File: src/design/dsrh_pkg.sv
// package for the decimal string rs hash pipeline
// holds the stage payload types, the hash constants and the multiplier table
// no dependencies
package dsrh_pkg;

  localparam int unsigned TEXT_MAX   = 11;
  localparam int unsigned DIGITS     = 10;
  localparam int unsigned POS_W      = 4;

  localparam logic [31:0] RS_MULT_INIT = 32'd63689;
  localparam logic [31:0] RS_MULT_STEP = 32'd378551;
  localparam logic [31:0] RS_OUT_MASK  = 32'h7FFF_FFFF;
  // floor(n / 10) == (n * RECIP10) >> RECIP_SHIFT for every 32-bit n
  localparam logic [31:0] RECIP10      = 32'hCCCC_CCCD;
  localparam int unsigned RECIP_SHIFT  = 35;

  localparam logic [7:0] CHAR_MINUS = 8'h2D;
  localparam logic [7:0] CHAR_ZERO  = 8'h30;

  typedef logic [31:0] mult_tab_t [TEXT_MAX];

  // multiplier in effect at each text position
  function automatic mult_tab_t build_mult_tab();
    mult_tab_t   tab;
    logic [63:0] prod;
    tab[0] = RS_MULT_INIT;
    for (int i = 1; i < TEXT_MAX; i++) begin
      prod   = {32'b0, tab[i-1]} * {32'b0, RS_MULT_STEP};
      tab[i] = prod[31:0];
    end
    return tab;
  endfunction

  localparam mult_tab_t MULT_TAB = build_mult_tab();

  // payload through the digit extraction stages
  typedef struct packed {
    logic                 neg;
    logic [31:0]          mag;
    logic [4*DIGITS-1:0]  digits;
  } digit_bus_t;

  // payload through the hash stages
  typedef struct packed {
    logic [31:0]          acc;
    logic [POS_W-1:0]     pos;
    logic                 started;
    logic [4*DIGITS-1:0]  digits;
  } hash_bus_t;

endpackage

File: src/design/dsrh_hash_stage.sv
// one rs hash step: when the character is part of the text, multiply the
// accumulator by the multiplier for its position and add the character
// depends on dsrh_pkg
module dsrh_hash_stage (
  input  logic               clk_i,
  input  logic               rst_ni,
  input  logic               en_i,
  input  logic               valid_i,
  input  dsrh_pkg::hash_bus_t bus_i,
  input  logic               take_i,
  input  logic [7:0]         char_i,
  input  logic               mark_i,
  output logic               valid_o,
  output dsrh_pkg::hash_bus_t bus_o
);
  import dsrh_pkg::*;

  logic [63:0] prod;
  logic        valid_q;
  hash_bus_t   bus_d, bus_q;

  always_comb begin
    prod  = {32'b0, bus_i.acc} * {32'b0, MULT_TAB[bus_i.pos]};
    bus_d = bus_i;
    bus_d.started = mark_i;
    if (take_i) begin
      bus_d.acc = prod[31:0] + {24'b0, char_i};
      bus_d.pos = POS_W'(bus_i.pos + 4'd1);
    end
  end

  always_ff @(posedge clk_i or negedge rst_ni) begin
    if (!rst_ni) begin
      valid_q <= 1'b0;
    end else if (en_i) begin
      valid_q <= valid_i;
    end
  end

  always_ff @(posedge clk_i) begin
    if (en_i) begin
      bus_q <= bus_d;
    end
  end

  assign valid_o = valid_q;
  assign bus_o   = bus_q;

endmodule

File: config.mk
export PLATFORM = sky130hd
export DESIGN_NAME = dsrh_hash_stage
export DESIGN_NICKNAME = d
export VERILOG_FILES = /design/src/design/dsrh_pkg.sv /design/src/design/dsrh_hash_stage.sv
export SDC_FILE = /design/constraint.sdc
export NUM_CORES = 1
export LEC_CHECK = 0
export ABC_CLOCK_PERIOD_IN_PS = 800
export BUFFER_PORTS_ARGS = -buffer_cell sky130_fd_sc_hd__buf_2
export CAP_MARGIN = 20
export CORE_ASPECT_RATIO = 1.75
export CORE_UTILIZATION = 57
export CTS_BUF_LIST = sky130_fd_sc_hd__clkbuf_16
export DETAILED_ROUTE_END_ITERATION = 6
export GPL_TIMING_DRIVEN = 0
export PLACE_DENSITY = 0.8
export SLEW_MARGIN = 25
export SYNTH_ARGS = -nofsm -noshare
export SYNTH_HDL_FRONTEND = slang
export SYNTH_SLANG_ARGS = --single-unit
File: constraint.sdc
create_clock -name clk_i -period 0.8 [get_ports clk_i]
set_input_delay 0.04 -clock clk_i [delete_from_list [all_inputs] [get_ports clk_i]]
set_output_delay 0.04 -clock clk_i [all_outputs]
set_load 0.02 [all_outputs]
Word-level counts from Yosys, hierarchy flattened

Memory sizes are Yosys's and may differ from the RTL's.
Index checks and enable logic that the tools add are counted.

Flip-flop bits (word level): 78
Bits in read-only memories: 512
Logic and storage cells: 14
Memories kept: 1

Add/sub/neg operators: 2
Multiply operators: 1
Order comparisons: 1
Mux-type cells: 3
Bitwise operators: 1

Memory list:

| memory          | words | width | rd ports | clocked after Yosys merged registers in | wr ports | line                  | source |
|---|---|---|---|---|---|---|---|
| (no name shown) | 16    | 32    | 1        | 0                                       | 0        | dsrh_hash_stage.sv:23 | `prod = {32'b0, bus_i.acc} * {32'b0, MULT_TAB[bus_i.pos]};` |

Operators by type and width:

| operator                                                      | number |
|---|---|
| 32-bit 2-to-1 mux                                             | 2 |
| 36-bit 2-to-1 mux                                             | 1 |
| 32-bit by 8-bit adder with 32-bit output                      | 1 |
| 32-bit by 32-bit multiplier with 32-bit output                | 1 |
| 5-bit greater-or-equal comparator, second input constant      | 1 |
| 4-bit inverter with 5-bit output                              | 1 |
| 4-bit by 1-bit adder with 4-bit output, second input constant | 1 |

Depth between registers and ports, before layout

Gate-level depths: netlist (run 1).

Depth in word-level cells: 7
Gate-level depth with buffers: 31

Worst setup path after synthesis (run 1)

Ideal clock, no wire load.

Path kind: input-to-reg
Start: input port bus_i[42] (netlist bit)
End: register bus_q (netlist bit bus_o[76]), data pin
Library setup time: 266 ps
Arrival time: 7343 ps
Required time: 534 ps
Path slack: -6809 ps
Stages: 29
Cells stage by stage: buf_2 > inv_1 > ha_1 > or2b_4 > a31oi_4 > clkbuf_1 > nor2b_1 > fa_1 > fa_1 > fa_1 > inv_1 > fa_1 > inv_1 > fa_1 > inv_1 > fa_1 > inv_1 > fa_1 > fa_1 > ha_1 > a211oi_1 > o31ai_1 > a211oi_1 > o21ai_0 > a22oi_1 > nand2_1 > o41ai_1 > xnor2_1 > o21ai_1

RTL lines:

| item                 | line                  | source |
|---|---|---|
| from (decl)          | dsrh_hash_stage.sv:9  | `input dsrh_pkg::hash_bus_t bus_i,` |
| to (signal assigned) | dsrh_hash_stage.sv:42 | `bus_q <= bus_d;` |
| to (decl)            | dsrh_hash_stage.sv:20 | `hash_bus_t bus_d, bus_q;` |

==> metrics, run 1 <==
final worst path period need just over 8000 ps; number of synthesized register bits 78; First-pass DRT Iterations 7; CP max stage delay about 600 ps; Final HPWL DP between 50 and 60 mm; first-pass GRT wire length 102.0 mm; Synth Instances ~1900; CP Max Fanout 5; # clock sinks 78; share of cells above drive strength 1 25.63%; pre-CTS WS -8046 ps; Die Y 245.4 um; vias after detailed routing between 15000 and 20000; Startpoint Class input port; PortBufs 165; EDFF count, synth between 70 and 80; Via density ~6.1; fin nets around 2900; critical path capture point type flip-flop; CTS tree yes; outcome finished, violations left; Overflow after GRT 0; Die Area between 30000 and 40000 um2; H-tree depth 3; crit share post-route 1020%; crit path max-delay cell type nor4_4; main area contributors after synthesis fa_1 43%, edfxtp_1 12%, ha_1 10%; Critical Path AT around 8300 ps; Max-Slew Margin vs Limit ~36%; Final Slew Violations 0; per-cell routed wire length around 29 um; die width approximately 140 um; Least-Margin Pin Slew 964.0 ps; number of global-route vias before repair 17511; top-count cell post-synth inv_1; largest net degree at the start of global routing 31; WP data required about 940 ps; Seq/Total Area, Yosys between 10 and 15%; post-synth top area cell fa_1; Primary FF master, synth edfxtp_1; starting density of the core a little under 60%; skew final 0 ps; clock buffer depth 2; Worst-Skew Late Latency around 370 ps; failing checks setup timing; RSZ-0062 raised after global routing true; fraction of registers with async set/reset 1.282%; Final WS setup -7359 ps; Core Rows just under 90; top-area cell type share of the netlist area between 40% and 50%; synth cell count leaders 447 x inv_1, 415 x fa_1, 216 x and2_1, 158 x nand2_1, 155 x ha_1; number of synthesis warnings 0; Post-Syn Area between 15000 and 20000 um2; antenna-violating nets left 0; Hold WC Path Type input port to flip-flop; Final Hold Viols 0; clock root cell clkbuf_16; achievable clock frequency 122.6 MHz; gr usage total 41.65%; post-synth net total between 2000 and 3000; Iter 0 DRT Violations between 1500 and 2000; routed wire length slightly below 80 mm; Synth cell types 76; synthesized area per cell 10.03 um2; Core Box Area about 33000 um2; Max-cap violations 0; cell mode on critical path fa_1; Ports about 170; CP Class input port to flip-flop; Final GP Congestion between 0.9 and 1; Setup Viol. Count Final between 100 and 150; CTS clock-pin slew for the worst setup and hold paths ~80 ps; # DRC 0; initial antenna violation count 19; CTS Buf Count 9; post-synthesis to final-layout area growth 27.63%
-- cell type report --
cell class,instances,area [um2]
multi-input combinational,1318,16540
fill,2100,8522
timing repair buffer,298,2550
sequential,78,2338
inverter,450,1709
buffer,76,596.8
tap,450,563.0
clock buffer,9,225.2
clock inverter,7,72.57
antenna,11,27.53
-- placed cells by master, fill, tap and decap left out, drive strengths merged, types with 8 or more instances in the layout --
cell,synthesis,final
a21oi,26,26
xnor2,61,61
fa,415,415
nand2,158,158
and2,217,217
a31oi,8,8
buf,7,263
o21ai,19,19
a21o,18,18
ha,155,155
dlygate4sd3,0,45
nand2b,15,15
nor2b,51,51
nor2,46,46
edfxtp,77,77
mux2,20,20
nor3,9,9
inv,448,453
clkbuf,71,74
a211oi,8,8
diode,0,11
xor2,14,14
-- state kept, by name (all words and copies together) (netlist names) --
name	count
valid_o	1
bus_o	77
-- worst max-delay path: cells and delay by family --
| family | cells | cell delay (ps) |
|---|---|---|
| buffers and inverters | 9 | 1120 |
| AOI/OAI and AO/OA | 5 | 1150 |
| adders and majority gates | 10 | 4280 |
| and+or+nand+nor | 5 | 1650 |
-- per-stage QoR --
step	setup TNS [ps]	cells	instance area, um2	util, %	hold slack [ps]
floorplan	-152720	1924	19750	-	-255.6
global placement	-267920	2539	21140	63.79	-185.8
detailed placement	-211770	2540	21170	63.89	-183.2
CTS	-169710	2659	23520	70.96	36.85
global route	-188580	2688	24600	74.22	59.52
finish	-186260	2697	24620	74.29	47.48
-- layer usage --
layer	global-route usage [%]	up-vias	part of all wire [%]
met4	39.83	4	13
li1	-	6387	-
met1	41.40	8159	29
met2	73.02	1304	48
met5	0	-	0.037
met3	6.699	635	10
-- path summary, 6_finish.rpt --
kind | startpoint | to | slack, ps | cells after the start
max | bus_i[42] | bus_o[75] | -7360 | 29
min | bus_i[41] | bus_o[41] | 50 | 2
max reg2reg | valid_o | valid_o | -110 | 2
min reg2reg | valid_o | valid_o | 640 | 2
max in group asynchronous | rst_ni | valid_o | 190 | 3
min in group asynchronous | rst_ni | valid_o | 500 | 3
-- what timing repair did --
item | in CTS | in global routing
gates cloned | 1 | 0
endpoints found under the setup margin | 111 | 112
hold endpoints to repair | 44 | 0
setup buffers | 59 | 33
pin swaps | 89 | 69
hold buffers | 45 | 0
gates resized for setup | 232 | 243
-- cell families (layout without fill, tap and decap cells) --
group                    count (synthesis)  count (layout)  synth area share (%)
flip-flops                              78              78                 12.12
XOR/XNOR                                81              81                 4.106
multiplexers                            25              25                 1.446
adder cells (fa/ha/maj)                570             570                 53.12
AND/OR/NAND/NOR                        530             530                 14.72
buffers and inverters                  528             840                 10.41
other                                    0              11                     0
AO/OA/AOI/OAI                          112             112                 4.074
Power of run 1 is not shown: default switching activity piles up to over one toggle a cycle in this logic, so the estimate is an artifact.
==> inputs of run 2 (changes only) <==
--- a/config.mk
+++ b/config.mk
@@ -7,3 +7,3 @@
 export LEC_CHECK = 0
-export ABC_CLOCK_PERIOD_IN_PS = 800
+export ABC_CLOCK_PERIOD_IN_PS = 7850
 export BUFFER_PORTS_ARGS = -buffer_cell sky130_fd_sc_hd__buf_2
@@ -11,4 +11,4 @@
 export CORE_ASPECT_RATIO = 1.75
-export CORE_UTILIZATION = 57
-export CTS_BUF_LIST = sky130_fd_sc_hd__clkbuf_16
+export CORE_UTILIZATION = 60
+export CTS_BUF_LIST = sky130_fd_sc_hd__clkbuf_4 sky130_fd_sc_hd__clkbuf_8
 export DETAILED_ROUTE_END_ITERATION = 6
==> constraint.sdc (replaced) <==
create_clock -name clk_i -period 7.85 [get_ports clk_i]
set_input_delay 0.3925 -clock clk_i [delete_from_list [all_inputs] [get_ports clk_i]]
set_output_delay 0.3925 -clock clk_i [all_outputs]
set_load 0.005 [all_outputs]
==> run 2 against run 1 <==
Net effect: the flow still finishes with violations (setup timing); worst setup slack improved by 7300 ps; critical path type unchanged; flip-flop and latch count is the same; highest routed layer unchanged; sequential share of layout area increased by 1.2 points.
==> metrics, run 2 (synthesis results as in run 1) <==
first-pass GRT wire length approximately 93 mm; Worst-Skew Late Latency slightly above 400 ps; Die Area 32900 um2; Max-cap violations 0; Iter 0 DRT Violations about 980; Reg area 2337 um2; Critical Path AT around 8200 ps; H-tree depth 3; clock buffer depth 2; Via density a little under 6; per-cell routed wire length ~25 um; Setup Viol. Count Final 4; most frequent cells in the layout 444 x inv_1, 408 x fa_1, 216 x and2_1, 165 x buf_2, 156 x nand2_1; routed wire length about 63 mm; achievable clock frequency 125.7 MHz; outcome finished, violations left; fillers about 2400; CTS tree yes; PortBufs 165; Core Box Area around 32000 um2; Final GP Congestion about 1; final worst path period need 7956 ps; number of global-route vias before repair 16436; crit path max-delay cell type fa_1; CP max stage delay between 600 and 700 ps; crit share post-route 101.3%; Final WS setup -105.5 ps; Hold WC Path Type input port to flip-flop; Die Y approximately 240 um; antenna-violating nets left 0; CP Max Fanout 5; Overflow after GRT 0; Largest register FFs just under 80; cell mode on critical path fa_1; First-pass DRT Iterations 7; starting density of the core 61.18%; failing checks setup timing; Max-Slew Margin vs Limit 17.57%; initial antenna violation count 4; WP data required between 8000 and 9000 ps; vias after detailed routing approximately 15000; Final HPWL DP roughly 50 mm; Final Slew Violations 0; Final Hold Viols 0; largest net degree at the start of global routing 59; Final Non-Filler Cells approximately 2500; die width 137.5 um; multi-input logic area 15540 um2; Core Rows 86; RSZ-0062 raised after global routing true; commonest non-fill, non-tap cell in the layout inv_1; gr usage total about two fifths; Startpoint Class input port; critical path capture point type flip-flop; post-synthesis to final-layout area growth 13.73%; Ports 169; # clock sinks 78; skew final 0 ps; fin nets 2800; Post-Place Cells roughly 2500; share of cells above drive strength 1 around 17%; CP Class input port to flip-flop; CTS Buf Count 9; clock root cell clkbuf_8; # DRC 0; CTS clock-pin slew for the worst setup and hold paths 120 ps; Least-Margin Pin Slew around 1200 ps
## run 2: cell count changes in the layout (fill, tap and decap cells not counted), moves of 25 or more
cell | previous run | this run
inv_1 | 413 | 444
ha_1 | 102 | 140
ha_4 | 52 | 12
fa_1 | 383 | 408
buf_2 | 101 | 165
buf_4 | 64 | 39
buf_6 | 82 | 7
dlygate4sd3_1 | 45 | 1
fa_2 | 32 | 7
inv_2 | 33 | 3
## run 2: timing repair
action	CTS	global route
pin swaps	25	43
buffers inserted	24	16
hold buffers	1	0
endpoints found under the hold margin	1	0
gates resized for setup	112	69
setup endpoints to repair	19	12
## run 2: final cells by class
| class | count | share of cell area, % |
|---|---|---|
| antenna | 1 | 0.01141 |
| buffer | 74 | 2.093 |
| clock buffer | 9 | 0.5646 |
| clock inverter | 7 | 0.2395 |
| inverter | 450 | 7.716 |
| multi-input combinational | 1318 | 70.83 |
| sequential | 78 | 10.65 |
| tap | 396 | 2.258 |
| timing repair buffer | 208 | 5.629 |
## run 2: layer usage
metal	up-vias	share of wire, %	global-route usage [%]
met1	7602	31	41.31
met5	-	0.027	0
met2	756	51	69.22
met4	2	11	37.00
li1	6185	-	-
met3	332	7.2	7.365
## run 2: worst paths after layout
kind	from	to	slack, ps	cells past startpoint
min in group asynchronous	rst_ni	valid_o	290	2
worst min register to register	valid_o	valid_o	520	1
worst max-delay path	bus_i[42]	bus_o[76]	-110	31
worst max register to register	valid_o	valid_o	7110	1
worst min-delay path	bus_i[33]	bus_o[33]	110	1
max in group asynchronous	rst_ni	valid_o	7480	2
## run 2: metrics by stage
step	instance area (um2)	utilization (%)	hold slack, ps	worst slack, ps	TNS [ps]
finish	21940	69.58	115.0	-105.5	-288.4
global route	21940	69.58	120.5	-276.7	-1339
CTS	21520	68.25	119.8	6.322	0
detailed placement	20670	65.56	171.8	-2393	-34000
global placement	20620	65.41	167.2	-2317	-34120
floorplan	19300	-	96.91	33.49	0
## run 2: critical path, delay by kind of cell
family	cells	cell delay, ps
adders and majority gates	10	4530
AOI/OAI and AO/OA	8	1760
buffers and inverters	9	820
and+or+nand+nor	3	420
xor gates and xnor gates	1	180
Power of run 2 is left out for the same reason.
